==> config.mk <==
export PLATFORM = sky130hd
export DESIGN_NAME = radix_string_converter
export DESIGN_NICKNAME = d
export VERILOG_FILES = /design/src/design/rsc_pkg.sv /design/src/design/rsc_mac.sv /design/src/design/rsc_div.sv /design/src/design/radix_string_converter.sv
export SDC_FILE = /design/constraint.sdc
export NUM_CORES = 1
export LEC_CHECK = 0
export ABC_AREA = 1
export BUFFER_PORTS_ARGS = -buffer_cell sky130_fd_sc_hd__buf_2
export CAP_MARGIN = 20
export CORE_MARGIN = 2
export CORE_UTILIZATION = 41
export CTS_CLUSTER_DIAMETER = 30
export DETAILED_ROUTE_END_ITERATION = 6
export SETUP_SLACK_MARGIN = 0.15
export SLEW_MARGIN = 10
export SYNTH_ARGS = -nofsm -noshare
export SYNTH_HDL_FRONTEND = slang
export SYNTH_HIERARCHICAL = 1
export SYNTH_SLANG_ARGS = --single-unit
==> constraint.sdc <==
create_clock -name clk -period 5.3 [get_ports clk]
set_input_delay 0.265 -clock clk [delete_from_list [all_inputs] [get_ports clk]]
set_output_delay 0.265 -clock clk [all_outputs]
set_load 0.01 [all_outputs]
==> src/design/rsc_pkg.sv <==
`timescale 1ns / 1ps
// ----------------------------------------------------------------------------
// rsc_pkg
// Shared types, constants and character helpers for the radix string converter.
// ----------------------------------------------------------------------------
package rsc_pkg;

  localparam int VALUE_BITS_DEF  = 32;
  localparam int DIGIT_SLOTS_DEF = 32;

  localparam int CHAR_BITS  = 8;
  localparam int BASE_BITS  = 6;
  localparam int DIGIT_BITS = 6;
  localparam int INDEX_BITS = 2;

  localparam logic [BASE_BITS-1:0] BASE_MIN   = 6'd2;
  localparam logic [BASE_BITS-1:0] BASE_MAX   = 6'd36;
  localparam logic [BASE_BITS-1:0] BASE_RESET = 6'd10;

  // register indexes on the write port
  localparam logic [INDEX_BITS-1:0] REG_SOURCE_BASE = 2'd0;
  localparam logic [INDEX_BITS-1:0] REG_DEST_BASE   = 2'd1;

  localparam logic [CHAR_BITS-1:0] CH_0 = 8'h30;
  localparam logic [CHAR_BITS-1:0] CH_9 = 8'h39;
  localparam logic [CHAR_BITS-1:0] CH_A = 8'h41;
  localparam logic [CHAR_BITS-1:0] CH_Z = 8'h5A;
  localparam logic [DIGIT_BITS-1:0] TEN = 6'd10;

  typedef enum logic [2:0] {
    S_IDLE,
    S_ACC,
    S_LOAD,
    S_DIV_GO,
    S_DIV_WAIT,
    S_READ,
    S_EMIT
  } state_t;

  typedef struct packed {
    logic step;
    logic clear;
  } mac_ctrl_t;

  typedef struct packed {
    logic                  done;
    logic [DIGIT_BITS-1:0] remainder;
  } div_status_t;

  function automatic logic [BASE_BITS-1:0] clamp_base(input logic [BASE_BITS-1:0] b);
    logic [BASE_BITS-1:0] r;
    if (b < BASE_MIN) r = BASE_MIN;
    else if (b > BASE_MAX) r = BASE_MAX;
    else r = b;
    return r;
  endfunction

  function automatic logic [DIGIT_BITS-1:0] char_value(input logic [CHAR_BITS-1:0] c);
    logic [CHAR_BITS-1:0] diff;
    logic [DIGIT_BITS-1:0] r;
    if (c >= CH_0 && c <= CH_9) begin
      diff = c - CH_0;
      r = diff[DIGIT_BITS-1:0];
    end else if (c >= CH_A && c <= CH_Z) begin
      diff = c - CH_A;
      r = diff[DIGIT_BITS-1:0] + TEN;
    end else begin
      r = '0;
    end
    return r;
  endfunction

  function automatic logic [CHAR_BITS-1:0] value_char(input logic [DIGIT_BITS-1:0] d);
    logic [CHAR_BITS-1:0] r;
    if (d >= TEN) r = CH_A + {2'b00, d - TEN};
    else r = CH_0 + {2'b00, d};
    return r;
  endfunction

endpackage

==> src/design/rsc_mac.sv <==
`timescale 1ns / 1ps
// ----------------------------------------------------------------------------
// rsc_mac
// Accumulator with multiply-add by the source base and sticky overflow.
// ----------------------------------------------------------------------------
module rsc_mac #(
  parameter int VALUE_BITS = rsc_pkg::VALUE_BITS_DEF
) (
  input  logic                            clk,
  input  logic                            rst,
  input  rsc_pkg::mac_ctrl_t              ctrl,
  input  logic [rsc_pkg::BASE_BITS-1:0]   base,
  input  logic [rsc_pkg::DIGIT_BITS-1:0]  digit,
  output logic [VALUE_BITS-1:0]           acc,
  output logic                            ovf
);

  localparam int PROD_BITS = VALUE_BITS + rsc_pkg::BASE_BITS;

  logic [PROD_BITS-1:0] prod;
  logic [PROD_BITS:0]   sum;

  assign prod = {{rsc_pkg::BASE_BITS{1'b0}}, acc} * {{VALUE_BITS{1'b0}}, base};
  assign sum  = {1'b0, prod} + {{(PROD_BITS + 1 - rsc_pkg::DIGIT_BITS){1'b0}}, digit};

  always_ff @(posedge clk) begin
    if (rst || ctrl.clear) begin
      acc <= '0;
      ovf <= 1'b0;
    end else if (ctrl.step) begin
      acc <= sum[VALUE_BITS-1:0];
      // anything above the value width means the true value no longer fits
      ovf <= ovf | (|sum[PROD_BITS:VALUE_BITS]);
    end
  end

endmodule

==> src/design/rsc_div.sv <==
`timescale 1ns / 1ps
// ----------------------------------------------------------------------------
// rsc_div
// Restoring divider by a small base, one quotient bit per cycle.
// ----------------------------------------------------------------------------
module rsc_div #(
  parameter int VALUE_BITS = rsc_pkg::VALUE_BITS_DEF
) (
  input  logic                           clk,
  input  logic                           rst,
  input  logic                           go,
  input  logic [VALUE_BITS-1:0]          dividend,
  input  logic [rsc_pkg::BASE_BITS-1:0]  divisor,
  output logic [VALUE_BITS-1:0]          quotient,
  output rsc_pkg::div_status_t           status
);

  localparam int CNT_BITS = $clog2(VALUE_BITS + 1);
  localparam int REM_BITS = rsc_pkg::DIGIT_BITS;

  logic [CNT_BITS-1:0]              cnt;
  logic                             running;
  logic                             done;
  logic [REM_BITS-1:0]              rem;
  logic [rsc_pkg::BASE_BITS-1:0]    dvsr;
  logic [REM_BITS:0]                trial;
  logic                             fits;
  logic [REM_BITS:0]                diff;

  assign trial = {rem, quotient[VALUE_BITS-1]};
  assign fits  = trial >= {1'b0, dvsr};
  assign diff  = trial - {1'b0, dvsr};

  always_ff @(posedge clk) begin
    if (rst) begin
      running <= 1'b0;
      done    <= 1'b0;
      cnt     <= '0;
    end else if (go) begin
      running <= 1'b1;
      done    <= 1'b0;
      cnt     <= CNT_BITS'(VALUE_BITS);
    end else if (running) begin
      cnt  <= cnt - 1'b1;
      done <= (cnt == CNT_BITS'(1));
      if (cnt == CNT_BITS'(1)) running <= 1'b0;
    end else begin
      done <= 1'b0;
    end
  end

  always_ff @(posedge clk) begin
    if (go) begin
      quotient <= dividend;
      rem      <= '0;
      dvsr     <= divisor;
    end else if (running) begin
      quotient <= {quotient[VALUE_BITS-2:0], fits};
      // remainder stays below the divisor, so it fits in REM_BITS
      rem      <= fits ? diff[REM_BITS-1:0] : trial[REM_BITS-1:0];
    end
  end

  assign status.done      = done;
  assign status.remainder = rem;

endmodule

==> src/design/radix_string_converter.sv <==
`timescale 1ns / 1ps
// ----------------------------------------------------------------------------
// radix_string_converter
// Converts a digit string from one radix to another, one character at a time.
// ----------------------------------------------------------------------------
// Usage:
//   Input: drive digit_char and last_char and raise start; the character is
//   taken at a clock edge where start is high and busy is low. Characters go
//   most significant first. Each character is accepted and then takes one
//   multiply-add in the accumulator.
//   Output: after the character that carries last_char, the value is split
//   into destination-base digits by a shared restoring divider, one digit per
//   divider pass, then played back most significant first.
//   Each digit shows on out_char/last_digit/overflow for one cycle while
//   strobe is high, after a read of the digit buffer. The receiver cannot
//   stall; each strobe is one transaction.
//   Configuration: wr_en/wr_index/wr_data write source_base (index 0) or
//   dest_base (index 1); other indexes are ignored. Out-of-range
//   bases are clamped to 2..36. Write only while busy is low.
//   Reset (rst, synchronous) returns both bases to 10, clears the
//   accumulator and the overflow flag and drops busy.
// ----------------------------------------------------------------------------
module radix_string_converter #(
  parameter int VALUE_BITS  = rsc_pkg::VALUE_BITS_DEF,
  parameter int DIGIT_SLOTS = rsc_pkg::DIGIT_SLOTS_DEF
) (
  input  logic                            clk,
  input  logic                            rst,
  input  logic                            start,
  output logic                            busy,
  input  logic [rsc_pkg::CHAR_BITS-1:0]   digit_char,
  input  logic                            last_char,
  input  logic                            wr_en,
  input  logic [rsc_pkg::INDEX_BITS-1:0]  wr_index,
  input  logic [rsc_pkg::BASE_BITS-1:0]   wr_data,
  output logic                            strobe,
  output logic [rsc_pkg::CHAR_BITS-1:0]   out_char,
  output logic                            last_digit,
  output logic                            overflow
);

  localparam int AW = $clog2(DIGIT_SLOTS);
  localparam int CW = $clog2(DIGIT_SLOTS + 1);

  rsc_pkg::state_t    state, state_next;
  rsc_pkg::mac_ctrl_t mac_ctrl;
  rsc_pkg::div_status_t div_status;

  logic [rsc_pkg::BASE_BITS-1:0]  source_base;
  logic [rsc_pkg::BASE_BITS-1:0]  dest_base;
  logic [rsc_pkg::DIGIT_BITS-1:0] digit_in;
  logic                           last_in;
  logic [VALUE_BITS-1:0]          acc;
  logic                           ovf;
  logic [VALUE_BITS-1:0]          value;
  logic [VALUE_BITS-1:0]          quotient;
  logic [CW-1:0]                  count;
  logic [CW-1:0]                  count_inc;
  logic [AW-1:0]                  ptr;
  logic                           div_go;
  logic                           mem_we;
  logic [rsc_pkg::DIGIT_BITS-1:0] digit_buffer [DIGIT_SLOTS];
  logic [rsc_pkg::DIGIT_BITS-1:0] rd_data;

  // configuration registers, stored already clamped
  always_ff @(posedge clk) begin
    if (rst) begin
      source_base <= rsc_pkg::BASE_RESET;
      dest_base   <= rsc_pkg::BASE_RESET;
    end else if (wr_en) begin
      unique case (wr_index)
        rsc_pkg::REG_SOURCE_BASE: source_base <= rsc_pkg::clamp_base(wr_data);
        rsc_pkg::REG_DEST_BASE:   dest_base   <= rsc_pkg::clamp_base(wr_data);
        default: ;
      endcase
    end
  end

  rsc_mac #(.VALUE_BITS(VALUE_BITS)) u_mac (
    .clk   (clk),
    .rst   (rst),
    .ctrl  (mac_ctrl),
    .base  (source_base),
    .digit (digit_in),
    .acc   (acc),
    .ovf   (ovf)
  );

  rsc_div #(.VALUE_BITS(VALUE_BITS)) u_div (
    .clk      (clk),
    .rst      (rst),
    .go       (div_go),
    .dividend (value),
    .divisor  (dest_base),
    .quotient (quotient),
    .status   (div_status)
  );

  assign count_inc = count + 1'b1;

  always_ff @(posedge clk) begin
    if (rst) state <= rsc_pkg::S_IDLE;
    else     state <= state_next;
  end

  always_comb begin
    state_next     = state;
    mac_ctrl.step  = 1'b0;
    mac_ctrl.clear = 1'b0;
    div_go         = 1'b0;
    mem_we         = 1'b0;
    unique case (state)
      rsc_pkg::S_IDLE: begin
        if (start) state_next = rsc_pkg::S_ACC;
      end
      rsc_pkg::S_ACC: begin
        mac_ctrl.step = 1'b1;
        state_next = last_in ? rsc_pkg::S_LOAD : rsc_pkg::S_IDLE;
      end
      rsc_pkg::S_LOAD: begin
        state_next = rsc_pkg::S_DIV_GO;
      end
      rsc_pkg::S_DIV_GO: begin
        div_go = 1'b1;
        state_next = rsc_pkg::S_DIV_WAIT;
      end
      rsc_pkg::S_DIV_WAIT: begin
        if (div_status.done) begin
          mem_we = 1'b1;
          // always at least one digit, so zero comes out as a single '0'
          if (quotient != '0 && count_inc < CW'(DIGIT_SLOTS))
            state_next = rsc_pkg::S_DIV_GO;
          else
            state_next = rsc_pkg::S_READ;
        end
      end
      rsc_pkg::S_READ: begin
        state_next = rsc_pkg::S_EMIT;
      end
      rsc_pkg::S_EMIT: begin
        if (ptr == '0) begin
          mac_ctrl.clear = 1'b1;
          state_next = rsc_pkg::S_IDLE;
        end else begin
          state_next = rsc_pkg::S_READ;
        end
      end
      default: state_next = rsc_pkg::S_IDLE;
    endcase
  end

  always_ff @(posedge clk) begin
    if (state == rsc_pkg::S_IDLE && start) begin
      digit_in <= rsc_pkg::char_value(digit_char);
      last_in  <= last_char;
    end
    if (state == rsc_pkg::S_LOAD) begin
      value <= acc;
      count <= '0;
    end else if (mem_we) begin
      value <= quotient;
      count <= count_inc;
      ptr   <= count[AW-1:0];
    end else if (state == rsc_pkg::S_EMIT) begin
      ptr <= ptr - 1'b1;
    end
  end

  always_ff @(posedge clk) begin
    if (mem_we) digit_buffer[count[AW-1:0]] <= div_status.remainder;
    rd_data <= digit_buffer[ptr];
  end

  assign busy       = (state != rsc_pkg::S_IDLE);
  assign strobe     = (state == rsc_pkg::S_EMIT);
  assign out_char   = rsc_pkg::value_char(rd_data);
  assign last_digit = (ptr == '0);
  assign overflow   = ovf;

endmodule

==> results list <==
- Power per cell area: 370.9 nW/um^2
- Input and output buffers added on the ports amount to 32.
- Logic pwr share: 15.0%
- Of the total synthesized cell area, the portion taken by AND, OR, NAND and NOR gates is 21.57%.
- Internal power comes to 6958 uW.
- Proportion of power drawn by flip-flops and latches: 35.1%
- Total buffers and inverters traversed by the critical path: 5
- Subtracting the final worst setup slack from the clock period gives 4.707 ns.
- Type of origin of the critical path: flop
* Share of synthesized cell area in full adder, half adder and majority cells: 17.28%
* Maximum VDD drop: 0.0003099 V
- Post-synthesis async set-or-reset flop share: 0%
- Final global-route overflow total: 0
* Top FF cell, synth: sky130_fd_sc_hd__edfxtp_1
- Slew Limit Fails: 0
* Clock Pin Slew Worst Setup and Hold Paths: 0.05 ns
- Filler cell count in the final layout: 5195
- Detailed placement ended at an HPWL of 37240 um.
* Post-cts repair resize count: 0
- Setup repair after global routing left no endpoint under its margin.
- On the worst path, the slowest cell contributes a delay of 0.58 ns.
* Area of the placeable core: 54880 um^2
- The run finished with clean final reports.
* Number of failing hold endpoints at the final stage: 0
- Layout cell share with drive strength beyond 1: 9.196%
* Final Worst Setup Slack: 0.5930 ns
* Clock tree from TritonCTS: done
- Uppermost signal routing layer after detailed routing: met4
- Total I/O pin count: 33
- Antenna Nets Post-Route: 0
- Global routing used 19.47% of the available tracks across all layers.
- Critical Path AT: 5.12 ns
- Synthesis produced 2650 cells.
* Setup TNS: 0 ns
- Clock network latency to the later pin of the worst-skew pair: 0.61 ns
- For this run, the number of Yosys warnings is 6.
- Sum of internal, switching and leakage power: 9744 uW
- Derived from the worst setup path, the maximum achievable clock frequency is 212.4 MHz.
- Pin count of the biggest net entering global routing: 103
* Routed wl met3: 2319 um
- Clk buf depth: 3
- Among the stages of the critical path, the cell type that occurs most often is sky130_fd_sc_hd__nand2_1.
- Across all layers, the routed design uses 17230 vias.
* Vias in the first global route: 17610
- Before CTS, the worst setup slack after placement is 0.6849 ns.
* Unique masters post-synth: 49
- By startpoint and endpoint, the worst setup path is classified as flop to flop.
* Number of nets in the synthesized netlist: 2909
* Post-DR vias/cell: 4.956
- DIE AREA: 57160 um^2
- M1 wire length: 24200 um
- By area, the combinational part of the netlist is dominated by simple AND/OR/NAND/NOR gates.
* Net total in the final layout: 2966
- After synthesis the cells add up to 22660 um^2.
- Family with the most delay on the worst path: adder cells
- Non-filler instance count after layout: 3477
* Portion of netlist area occupied by mux cells: 0.04418%
* Drt total wl: 53680 um
- The H-tree was split into 3 levels.
- Net Switching: 2786 uW
- 0 antenna diodes ended up in the layout.
- Die height: 239.1 um
- Post-synthesis share of cell area spent on xor and xnor gates: 1.585%
- The clock network is responsible for 49.9% of the overall power.
- Each instance of the synthesized netlist takes up on average 8.550 um^2.
- Number of clock buffers inserted by TritonCTS: 80
- Number of clock sinks: 348
- The first routing iteration left 974 violations.
* Area Overhead vs Synth: 15.95%
- Dividing the final minimum period by the clock period gives 88.81%.
* Maximum fanout encountered on the critical timing path: 33
- Floorplan row count: 86
- Switching part of the total: 28.59%
- The first global-routing pass estimated 89420 um of wire.
- Worst min-delay path category: input port to flop
- After detailed placement, the design holds a cell count of 3316.
* Width of the die: 239.1 um
* # DRC: 0
- Slew at the pin closest to its max-slew limit: 1.022 ns
* Detailed route wirelength on metal2: 25960 um
- Initial Utilization: 41.29%
- Static leakage power: 0.01307 uW
* Synth Area in Compound Gates: 7.256%
- The initial antenna violation count came to 0.
* Number of endpoints failing setup at the final stage: 0
- STA puts the critical path data required time at 5.72 ns.
- The clock arrives with 0.04057 ns of skew.
- Counting flops with a built-in enable in the synthesized netlist gives 274.
* Average wire length per cell after detail routing: 15.44 um
- Detailed-router iteration count before antenna repair: 5
* Final Wtd Congestion: 0.8937
* Sequential-to-total area share from yosys stat: 42.85%
* Maximum capacitance violations: 0
* Number of synthesized register bits: 348
- Slowest library cell on the worst path: sky130_fd_sc_hd__fa_1
- CP endpoint kind: flop
- Clock tree root buffer cell: sky130_fd_sc_hd__clkbuf_16
- Headroom to the max-slew limit came out at 31.85%.
## area by class of cell
type	count	area, um^2	area share, %
well taps	704	880.8	3.353
inverters	452	1697	6.458
repair buffers	61	445.4	1.695
clock inverters	48	533.0	2.029
multi-input cells	1764	10820	41.19
clock buffers	100	2181	8.301
flip-flops and latches	348	9713	36.97
## layout by cell type, fill, tap and decap left out, types with 20 or more instances in the layout
master	synthesis	routed
sky130_fd_sc_hd__inv_1	440	440
sky130_fd_sc_hd__nand2_1	695	695
sky130_fd_sc_hd__o21ai_0	150	150
sky130_fd_sc_hd__dfxtp_1	74	71
sky130_fd_sc_hd__o21ai_1	20	20
sky130_fd_sc_hd__nand2_2	20	20
sky130_fd_sc_hd__a21oi_1	73	73
sky130_fd_sc_hd__clkbuf_16	0	83
sky130_fd_sc_hd__nand3_1	90	90
sky130_fd_sc_hd__edfxtp_1	274	274
sky130_fd_sc_hd__fa_1	125	125
sky130_fd_sc_hd__buf_2	26	32
sky130_fd_sc_hd__o211ai_1	25	25
sky130_fd_sc_hd__xor2_1	28	28
sky130_fd_sc_hd__ha_1	113	113
sky130_fd_sc_hd__nor2_1	304	302
## routing by layer
metal  up-vias  GRT usage, %
li1       8519             -
met1      8249         25.04
met2       366         33.42
met3        97         3.453
met4         0         5.928
met5         -             0
## synthesized netlist by cell type (all sizes together), types with 11 or more instances
library cell	number	share of area, %
nand3	95	2.2
a21oi	77	1.8
xnor2	13	0.50
xor2	28	1.1
inv	449	7.4
or2	11	0.30
nor2	318	5.5
o21ai	171	3.8
nor3	17	0.61
nand2	718	12
edfxtp	274	36
ha	113	6.2
clkbuf	42	0.70
dfxtp	74	6.5
o211ai	25	0.83
fa	125	11
buf	44	1.2
## metrics by stage
stage / utilization (%) / area, um^2 / hold WS [ns]
after floorplan: - / 22660 / 0.3435
after CTS: 47.77 / 26220 / 0.01680
after global routing: 47.87 / 26270 / 0.02853
after global placement: 42.63 / 23390 / 0.4196
after detailed placement: 42.63 / 23390 / 0.4198
final: 47.87 / 26270 / 0.04285
## registers in the layout, indices dropped and copies added, names as in the netlist, 32 cells and up
signal and flops:
value 32, u_div/quotient 32, digit_buffer 192, u_mac/acc 32
## logic make-up (layout without fill, tap and decap cells)
logic type               Yosys count  after routing
AND/OR/NAND/NOR                 1184           1184
buffers and inverters            538            661
flip-flops                       348            348
AO/OA/AOI/OAI                    300            300
adder cells (fa/ha/maj)          238            238
XOR/XNOR                          41             41
multiplexers                       1              1
## worst reg2reg max path: stages, from the launching register on
cell and delay [ns]:
sky130_fd_sc_hd__dfxtp_1 0.29, sky130_fd_sc_hd__buf_4 0.24, sky130_fd_sc_hd__nand2_1 0.12, sky130_fd_sc_hd__inv_1 0.06
sky130_fd_sc_hd__fa_1 0.53, sky130_fd_sc_hd__inv_1 0.06, sky130_fd_sc_hd__fa_1 0.58, sky130_fd_sc_hd__inv_1 0.06
sky130_fd_sc_hd__fa_1 0.52, sky130_fd_sc_hd__fa_1 0.43, sky130_fd_sc_hd__ha_1 0.37, sky130_fd_sc_hd__nand2_1 0.07
sky130_fd_sc_hd__nand2_1 0.12, sky130_fd_sc_hd__inv_1 0.07, sky130_fd_sc_hd__nand2_1 0.07, sky130_fd_sc_hd__nand2_1 0.05
sky130_fd_sc_hd__nand3b_1 0.16, sky130_fd_sc_hd__nand2_1 0.10, sky130_fd_sc_hd__nand2_2 0.11, sky130_fd_sc_hd__nand2_1 0.08
sky130_fd_sc_hd__nand2_1 0.06, sky130_fd_sc_hd__nand2_1 0.04, sky130_fd_sc_hd__nand2_1 0.06, sky130_fd_sc_hd__nand3_1 0.07
sky130_fd_sc_hd__o21ai_1 0.11, sky130_fd_sc_hd__a21oi_1 0.08
## path summary, 6_finish.rpt
kind | startpoint | to | slack, ns | cells after the start
setup / recovery | source_base[0]$_SDFFE_PP0P_ | u_mac/ovf$_SDFFE_PP0P_ | 0.59 | 25
setup reg to reg | source_base[0]$_SDFFE_PP0P_ | u_mac/ovf$_SDFFE_PP0P_ | 0.59 | 25
hold reg to reg | dest_base[4]$_SDFFE_PP0P_ | u_div/dvsr[4]$_DFFE_PP_ | 0.43 | 0
hold / removal | rst | state[2]$_SDFFE_PP0P_ | 0.04 | 2
## power groups by stage
stage          sequential, uW  clock (uW)  combinational (uW)
2_1_floorplan            3390           0                1030
3_3_place_gp             3470           0                1420
6_report                 3420        4860                1460
3_5_place_dp             3470           0                1440
4_1_cts                  3420        4920                1470
5_1_grt                  3440        5070                1680
## timing repair
| action | 4_1_cts | 5_1_grt |
|---|---|---|
| hold buffers | 11 | 0 |
| buffers inserted | 0 | 0 |
| hold endpoints to repair | 12 | 0 |
| setup endpoints to repair | 0 | 0 |
Note: power is estimated with default switching activity, not from simulation.
